[config.mk]
export PLATFORM = sky130hd
export DESIGN_NAME = glyph_row_pixel_expander_unit
export DESIGN_NICKNAME = d
export VERILOG_FILES = /design/src/hw/rtl/gpe_pkg.sv /design/src/hw/rtl/gpe_front.sv /design/src/hw/rtl/gpe_queue.sv /design/src/hw/rtl/gpe_back.sv /design/src/hw/rtl/glyph_row_pixel_expander_unit.sv
export SDC_FILE = /design/constraint.sdc
export NUM_CORES = 1
export LEC_CHECK = 0
export BUFFER_PORTS_ARGS = -buffer_cell sky130_fd_sc_hd__buf_2
export CAP_MARGIN = 15
export CORE_MARGIN = 1.5
export CORE_UTILIZATION = 40
export DETAILED_ROUTE_END_ITERATION = 12
export GPL_ROUTABILITY_DRIVEN = 0
export PLACE_DENSITY_LB_ADDON = 0.3
export RECOVER_POWER = 50
export SLEW_MARGIN = 0
export SYNTH_ARGS = -nofsm -noshare
export SYNTH_HDL_FRONTEND = slang
export SYNTH_SLANG_ARGS = --single-unit
export TNS_END_PERCENT = 20
[constraint.sdc]
create_clock -name clk -period 23.5 [get_ports clk]
set_input_delay 4.7 -clock clk [delete_from_list [all_inputs] [get_ports clk]]
set_output_delay 4.7 -clock clk [all_outputs]
set_load 0.01 [all_outputs]
[src/hw/rtl/gpe_pkg.sv]
`default_nettype none
package gpe_pkg;

  localparam int DISP_W = 240;
  localparam int DISP_H = 320;

  localparam int NUM_COLS = 16;
  localparam int COL_W    = 4;

  localparam logic [7:0] REG_FONT_WIDTH = 8'd0;
  localparam logic [7:0] REG_TEXT_COLOR = 8'd1;
  localparam logic [7:0] REG_FRAME_BASE = 8'd2;

  localparam logic [4:0]  FONT_WIDTH_RST = 5'd16;
  localparam logic [23:0] TEXT_COLOR_RST = 24'h00ffff;
  localparam logic [31:0] FRAME_BASE_RST = 32'h0;

  // one classified glyph row waiting for the pixel sequencer
  typedef struct packed {
    logic [NUM_COLS-1:0] mask;
    logic [15:0]         ox;
    logic                y_ok;
    logic [31:0]         base;
  } gpe_entry_t;

endpackage
`default_nettype wire

[src/hw/rtl/gpe_front.sv]
`default_nettype none
module gpe_front (
  input  wire logic              in_valid,
  output logic                   in_stall,
  input  wire logic [15:0]       in_row_bits,
  input  wire logic [5:0]        in_row_number,
  input  wire logic [15:0]       in_origin_x,
  input  wire logic [15:0]       in_origin_y,
  input  wire logic [4:0]        font_width,
  input  wire logic [31:0]       frame_base,
  input  wire logic              q_full,
  output logic                   q_push,
  output gpe_pkg::gpe_entry_t    q_entry
);
  import gpe_pkg::*;

  logic [NUM_COLS-1:0] mask;
  logic [16:0]         y_sum;
  logic [31:0]         lin;

  // column hit mask, bit c is glyph column c
  always_comb begin
    logic hit;
    mask = '0;
    for (int c = 0; c < NUM_COLS; c++) begin
      hit = 1'b0;
      if (font_width <= 5'd12) begin
        if (font_width == 5'd12) begin
          hit = in_row_bits[COL_W'(15 - c)];
        end else begin
          hit = (c <= 7) && in_row_bits[COL_W'(7 - c)];
        end
      end else begin
        hit = in_row_bits[COL_W'(c)];
      end
      mask[c] = hit && (5'(c) < font_width);
    end
  end

  assign y_sum = {1'b0, in_origin_y} + 17'(in_row_number);
  assign lin   = 32'(y_sum) * 32'(DISP_W) + 32'(in_origin_x);

  assign in_stall      = q_full;
  assign q_push        = in_valid && !q_full && (mask != '0);
  assign q_entry.mask  = mask;
  assign q_entry.ox    = in_origin_x;
  assign q_entry.y_ok  = y_sum < 17'(DISP_H);
  assign q_entry.base  = frame_base + lin + {lin[30:0], 1'b0};

endmodule
`default_nettype wire

[src/hw/rtl/gpe_queue.sv]
`default_nettype none
module gpe_queue (
  input  wire logic                clk,
  input  wire logic                rst_n,
  input  wire logic                push,
  input  wire gpe_pkg::gpe_entry_t push_entry,
  output logic                     full,
  input  wire logic                pop,
  output logic                     head_valid,
  output gpe_pkg::gpe_entry_t      head_entry
);
  import gpe_pkg::*;

  gpe_entry_t  mem_r [2];
  logic        wr_ptr_r, wr_ptr_nxt;
  logic        rd_ptr_r, rd_ptr_nxt;
  logic [1:0]  count_r, count_nxt;

  assign full       = count_r == 2'd2;
  assign head_valid = count_r != 2'd0;
  assign head_entry = mem_r[rd_ptr_r];

  always_comb begin
    wr_ptr_nxt = wr_ptr_r ^ push;
    rd_ptr_nxt = rd_ptr_r ^ pop;
    count_nxt  = count_r + 2'(push) - 2'(pop);
  end

  always_ff @(posedge clk) begin
    if (!rst_n) begin
      wr_ptr_r <= 1'b0;
      rd_ptr_r <= 1'b0;
      count_r  <= 2'd0;
    end else begin
      wr_ptr_r <= wr_ptr_nxt;
      rd_ptr_r <= rd_ptr_nxt;
      count_r  <= count_nxt;
    end
  end

  always_ff @(posedge clk) begin
    if (push) begin
      mem_r[wr_ptr_r] <= push_entry;
    end
  end

endmodule
`default_nettype wire

[src/hw/rtl/gpe_back.sv]
`default_nettype none
module gpe_back (
  input  wire logic                clk,
  input  wire logic                rst_n,
  input  wire logic                head_valid,
  input  wire gpe_pkg::gpe_entry_t head_entry,
  output logic                     pop,
  input  wire logic [23:0]         text_color,
  output logic                     out_valid,
  input  wire logic                out_stall,
  output logic [31:0]              out_pixel_address,
  output logic [23:0]              out_pixel_color,
  output logic                     out_off_screen,
  output logic                     out_last_of_row
);
  import gpe_pkg::*;

  logic                busy_r, busy_nxt;
  logic [NUM_COLS-1:0] mask_r, mask_nxt;
  logic [15:0]         ox_r;
  logic                y_ok_r;
  logic [31:0]         base_r;

  logic                out_valid_r, out_valid_nxt;
  logic [31:0]         addr_r;
  logic [23:0]         color_r;
  logic                off_r;
  logic                last_r;

  logic [COL_W-1:0]    col;
  logic [NUM_COLS-1:0] rest;
  logic [16:0]         x_sum;
  logic                on_scr;
  logic                emit;
  logic                load;

  // lowest remaining column
  always_comb begin
    col = '0;
    for (int i = NUM_COLS - 1; i >= 0; i--) begin
      if (mask_r[i]) begin
        col = COL_W'(i);
      end
    end
  end

  assign rest   = mask_r & ~(NUM_COLS'(1) << col);
  assign x_sum  = {1'b0, ox_r} + 17'(col);
  assign on_scr = y_ok_r && (x_sum < 17'(DISP_W));
  assign emit   = busy_r && (!out_valid_r || !out_stall);
  assign load   = head_valid && (!busy_r || (emit && rest == '0));
  assign pop    = load;

  always_comb begin
    busy_nxt      = busy_r;
    mask_nxt      = mask_r;
    out_valid_nxt = out_valid_r && out_stall;
    if (emit) begin
      mask_nxt      = rest;
      busy_nxt      = rest != '0;
      out_valid_nxt = 1'b1;
    end
    if (load) begin
      mask_nxt = head_entry.mask;
      busy_nxt = 1'b1;
    end
  end

  always_ff @(posedge clk) begin
    if (!rst_n) begin
      busy_r      <= 1'b0;
      out_valid_r <= 1'b0;
    end else begin
      busy_r      <= busy_nxt;
      out_valid_r <= out_valid_nxt;
    end
  end

  always_ff @(posedge clk) begin
    mask_r <= mask_nxt;
    if (load) begin
      ox_r   <= head_entry.ox;
      y_ok_r <= head_entry.y_ok;
      base_r <= head_entry.base;
    end
    if (emit) begin
      addr_r  <= on_scr ? base_r + 32'({col, 1'b0}) + 32'(col) : 32'h0;
      color_r <= text_color;
      off_r   <= !on_scr;
      last_r  <= rest == '0;
    end
  end

  assign out_valid         = out_valid_r;
  assign out_pixel_address = addr_r;
  assign out_pixel_color   = color_r;
  assign out_off_screen    = off_r;
  assign out_last_of_row   = last_r;

endmodule
`default_nettype wire

[src/hw/rtl/glyph_row_pixel_expander_unit.sv]
`default_nettype none
// Expands one glyph row word into frame-buffer pixel writes, one output word per set
// glyph column in column order, with last_of_row on the final one and no output for a
// row with no set column. The pixel sequencer sends one set column at a time (at most
// 16 per row), may be held by out_stall, and takes the next row with the last pixel;
// the front classifies a row combinationally and a two-entry queue lets it take rows
// ahead while pixels are still going out. Off-screen pixels come out flagged with
// address zero. Configuration registers: 0 font width, 1 text color, 2 frame base;
// cfg_ready is always high and a write is registered before it is used.
module glyph_row_pixel_expander_unit (
  input  wire logic        clk,
  input  wire logic        rst_n,
  input  wire logic        in_valid,
  output logic             in_stall,
  input  wire logic [15:0] in_row_bits,
  input  wire logic [5:0]  in_row_number,
  input  wire logic [15:0] in_origin_x,
  input  wire logic [15:0] in_origin_y,
  output logic             out_valid,
  input  wire logic        out_stall,
  output logic [31:0]      out_pixel_address,
  output logic [23:0]      out_pixel_color,
  output logic             out_off_screen,
  output logic             out_last_of_row,
  input  wire logic        cfg_valid,
  output logic             cfg_ready,
  input  wire logic [7:0]  cfg_index,
  input  wire logic [31:0] cfg_data
);
  import gpe_pkg::*;

  logic [4:0]  font_width_r;
  logic [23:0] text_color_r;
  logic [31:0] frame_base_r;

  logic        q_full;
  logic        q_push;
  gpe_entry_t  q_entry;
  logic        q_pop;
  logic        head_valid;
  gpe_entry_t  head_entry;

  assign cfg_ready = 1'b1;

  always_ff @(posedge clk) begin
    if (!rst_n) begin
      font_width_r <= FONT_WIDTH_RST;
      text_color_r <= TEXT_COLOR_RST;
      frame_base_r <= FRAME_BASE_RST;
    end else if (cfg_valid && cfg_ready) begin
      unique case (cfg_index)
        REG_FONT_WIDTH: font_width_r <= cfg_data[4:0];
        REG_TEXT_COLOR: text_color_r <= cfg_data[23:0];
        REG_FRAME_BASE: frame_base_r <= cfg_data;
        default: begin
        end
      endcase
    end
  end

  gpe_front u_front (
    .in_valid      (in_valid),
    .in_stall      (in_stall),
    .in_row_bits   (in_row_bits),
    .in_row_number (in_row_number),
    .in_origin_x   (in_origin_x),
    .in_origin_y   (in_origin_y),
    .font_width    (font_width_r),
    .frame_base    (frame_base_r),
    .q_full        (q_full),
    .q_push        (q_push),
    .q_entry       (q_entry)
  );

  gpe_queue u_queue (
    .clk        (clk),
    .rst_n      (rst_n),
    .push       (q_push),
    .push_entry (q_entry),
    .full       (q_full),
    .pop        (q_pop),
    .head_valid (head_valid),
    .head_entry (head_entry)
  );

  gpe_back u_back (
    .clk               (clk),
    .rst_n             (rst_n),
    .head_valid        (head_valid),
    .head_entry        (head_entry),
    .pop               (q_pop),
    .text_color        (text_color_r),
    .out_valid         (out_valid),
    .out_stall         (out_stall),
    .out_pixel_address (out_pixel_address),
    .out_pixel_color   (out_pixel_color),
    .out_off_screen    (out_off_screen),
    .out_last_of_row   (out_last_of_row)
  );

endmodule
`default_nettype wire
==> metrics.md <==
| Metric | Value |
|---|---|
| Commonest non-fill, non-tap cell in the layout | `edfxtp_1` |
| Slew @ Worst Pin | `just under 4 ns` |
| Sequential area share after synthesis | `roughly 50%` |
| CTS clk-pin slew, worst paths | `roughly 0.050 ns` |
| Hold_buf cts | `0` |
| Initial antenna violation count | `5` |
| CP Data Required Time | `approximately 24 ns` |
| Critical path endpoint | `u_queue.mem_r[0][29]$_DFFE_PP_` |
| Cts repair resizes | `0` |
| Failing checks | `max-capacitance violations, max-slew violations` |
| CP max FO | `9` |
| Top cells by area, synth | `edfxtp_1 42%, dfxtp_1 7.6%, ha_1 6.7%` |
| Initial DRC count | `around 680` |
| Post-CTS setup buffer count | `0` |
| Routed Antenna Nets | `0` |
| Routed wire length | `38190 um` |
| Crit share post-route | `between 50% and 60%` |
| DIE HEIGHT | `215.1 um` |
| Synth-to-layout area growth | `13.51%` |
| Tmin final | `approximately 14 ns` |
| CP startpoint | `in_row_number[0]` |
| IO Count | `160` |
| Core Region | `44320 um2` |
| Worst Setup Start Kind | `primary input` |
| Die width | `between 200 and 250 um` |
| #FFs+latches synth | `321` |
| Sink Count | `about 320` |
| Largest net degree at the start of global routing | `70` |
| Finished Cell Area | `20420 um2` |
| Clk root buf | `clkbuf_16` |
| Relative slew slack | `-164.1%` |
| Iteration count of the initial detailed-routing pass | `5` |
| # rows | `77` |
| Number of synthesized flops with an enable pin | `~250` |
| Reg-to-reg setup timing slack | `17.78 ns` |
| Worst Reg-to-Reg Cells | `10` |
| Hold WC Path Type | `reg2reg` |
| Final hold slack | `around 0.43 ns` |
| Hold Vio Cnt, Final | `0` |
| Ys async rst share | `0%` |
| Fin. max-slew vios | `about 140` |
| Cts bufs inserted | `36` |
| Outcome | `complete, but fails checks` |
| All-Layer GR Usage | `between 10% and 20%` |
| Critical path's largest stage delay | `0.62 ns` |
| Yosys warns | `0` |
| Synthesized area | `approximately 18000 um2` |
| H-tree levels | `2` |
| Routed wire length per instance | `between 15 and 20 um` |
| DIE AREA | `approximately 46000 um2` |
| CP arrival | `approximately 14 ns` |
| Max Buffers Root-to-Sink | `3` |
| TritonCTS clock tree | `yes` |
| Area share of the largest cell type after synthesis | `42.24%` |
| Clock skew | `0.01832 ns` |
| First-pass GRT wire length | `62180 um` |
| Vias in the first global route | `about 12000` |
| Max Cap Viol | `3` |
| Setup Viol. Count Final | `0` |
| DR vias | `12070` |
| R2R Path Start | `u_back.mask_r[2]$_DFFE_PP_` |
| Mapped Cells | `about 1600` |
| Share of layout cells above drive strength 1 | `around an eighth` |
| Gr ovfl total | `0` |
| Syn avg cell area | `11.26 um2` |
| Prevailing post-synth register cell | `edfxtp_1` |
| Port Buf Inserts | `150` |
| RSZ-0062 raised after global routing | `no` |
| Slowest CP cell | `xnor2_1` |
| Most frequent cells in the layout | `253 x edfxtp_1, 173 x nand2_1, 128 x inv_1` |
| DP Area | `about 19000 um2` |
| WS Path Type | `in2reg` |
| Post-synth top area cell | `edfxtp_1` |
| Post-DP HPWL | `approximately 28000 um` |
| Vias per cell | `5.074` |
| DRC | `0` |
| Setup TNS | `0 ns` |
| Clk Latency, worst-skew pair | `approximately 0.54 ns` |
| Final #Nets | `2008` |
| Effective utilization at floorplan | `between 40% and 50%` |
| Synth cell types | `about 80` |
| Critical path capture point type | `register` |
| Fmax achieved | `around 0.074 GHz` |
| FF-to-FF End | `u_back.out_pixel_address[1]$_SDFFCE_PN0P_` |
==> layer usage <==
layer | global-route usage, % | vias up | share of wire [%]
met3 | 3.666 | 55 | 5.0
met5 | 0 | - | 0.12
met2 | 27.39 | 246 | 46
met1 | 22.10 | 5698 | 47
met4 | 4.336 | 8 | 1.6
li1 | - | 6058 | -
==> stage by stage <==
stage	std cells	util [%]	setup WS (ns)
finish	2378	46.07	9.929
global route	2378	46.07	9.232
CTS	2376	46.37	10.03
detailed placement	2312	43.83	9.491
global placement	2312	43.83	9.732
floorplan	1605	-	10.81
==> cell type report <==
cell class	instances	area, um2
clock buffer	44	1005
tap	592	740.7
inverter	129	484.2
timing repair buffer	162	730.7
multi-input combinational	1109	8371
antenna	1	2.502
fill	4128	23900
sequential	321	8960
clock inverter	20	123.9
==> critical path: cells and delay by family <==
family | cells | cell delay (ns)
AND/OR/NAND/NOR | 9 | 1.80
AO/OA/AOI/OAI | 14 | 3.13
adder cells (fa/ha/maj) | 7 | 2.36
buffers and inverters | 3 | 0.21
XOR/XNOR | 6 | 1.66
==> registers in the layout (all words and copies together) (netlist names), named ones only <==
register                  count
u_back.mask_r                16
u_back.ox_r                  16
u_back.base_r                32
u_queue.count_r               2
u_queue.rd_ptr_r              1
u_back.out_last_of_row        1
u_back.out_valid              1
u_back.y_ok_r                 1
u_back.busy_r                 1
font_width_r                  5
u_back.out_pixel_color       24
frame_base_r                 32
u_queue.mem_r               130
u_back.out_pixel_address     32
u_queue.wr_ptr_r              1
text_color_r                 24
u_back.out_off_screen         1
==> cell usage after synthesis, drive strengths merged (23+ instances only) <==
| master | number |
|---|---|
| mux2i | 26 |
| clkbuf | 30 |
| nand3 | 49 |
| ha | 96 |
| a21o | 23 |
| inv | 129 |
| nor4 | 39 |
| nor3 | 32 |
| mux2 | 49 |
| o21ai | 52 |
| dfxtp | 68 |
| xnor2 | 76 |
| a21oi | 103 |
| fa | 54 |
| nor2 | 67 |
| o21a | 23 |
| edfxtp | 253 |
| nand2 | 173 |
| xor2 | 32 |
==> worst min path at each step <==
stage,start,to,depth (start not counted)
after CTS,text_color_r[8]$_SDFFE_PN1P_,u_back.out_pixel_color[8]$_DFFE_PP_,0
after global placement,text_color_r[3]$_SDFFE_PN1P_,u_back.out_pixel_color[3]$_DFFE_PP_,0
after floorplan,text_color_r[0]$_SDFFE_PN1P_,u_back.out_pixel_color[0]$_DFFE_PP_,0
after global routing,text_color_r[17]$_SDFFE_PN0P_,u_back.out_pixel_color[17]$_DFFE_PP_,0
final,text_color_r[17]$_SDFFE_PN0P_,u_back.out_pixel_color[17]$_DFFE_PP_,0
after detailed placement,text_color_r[8]$_SDFFE_PN1P_,u_back.out_pixel_color[8]$_DFFE_PP_,0
==> cells by family after synthesis <==
family | Yosys count | share of synthesized area (%)
XOR/XNOR | 108 | 5.342
AO/OA/AOI/OAI | 283 | 10.11
AND/OR/NAND/NOR | 479 | 13.43
other | 2 | 0.04175
adder cells (fa/ha/maj) | 155 | 12.97
multiplexers | 75 | 4.514
flip-flops | 321 | 49.81
buffers and inverters | 175 | 3.791
Power is left out: the tool's default activity adds up to more than one toggle a clock period on the data nets, which glitch-free logic cannot reach.
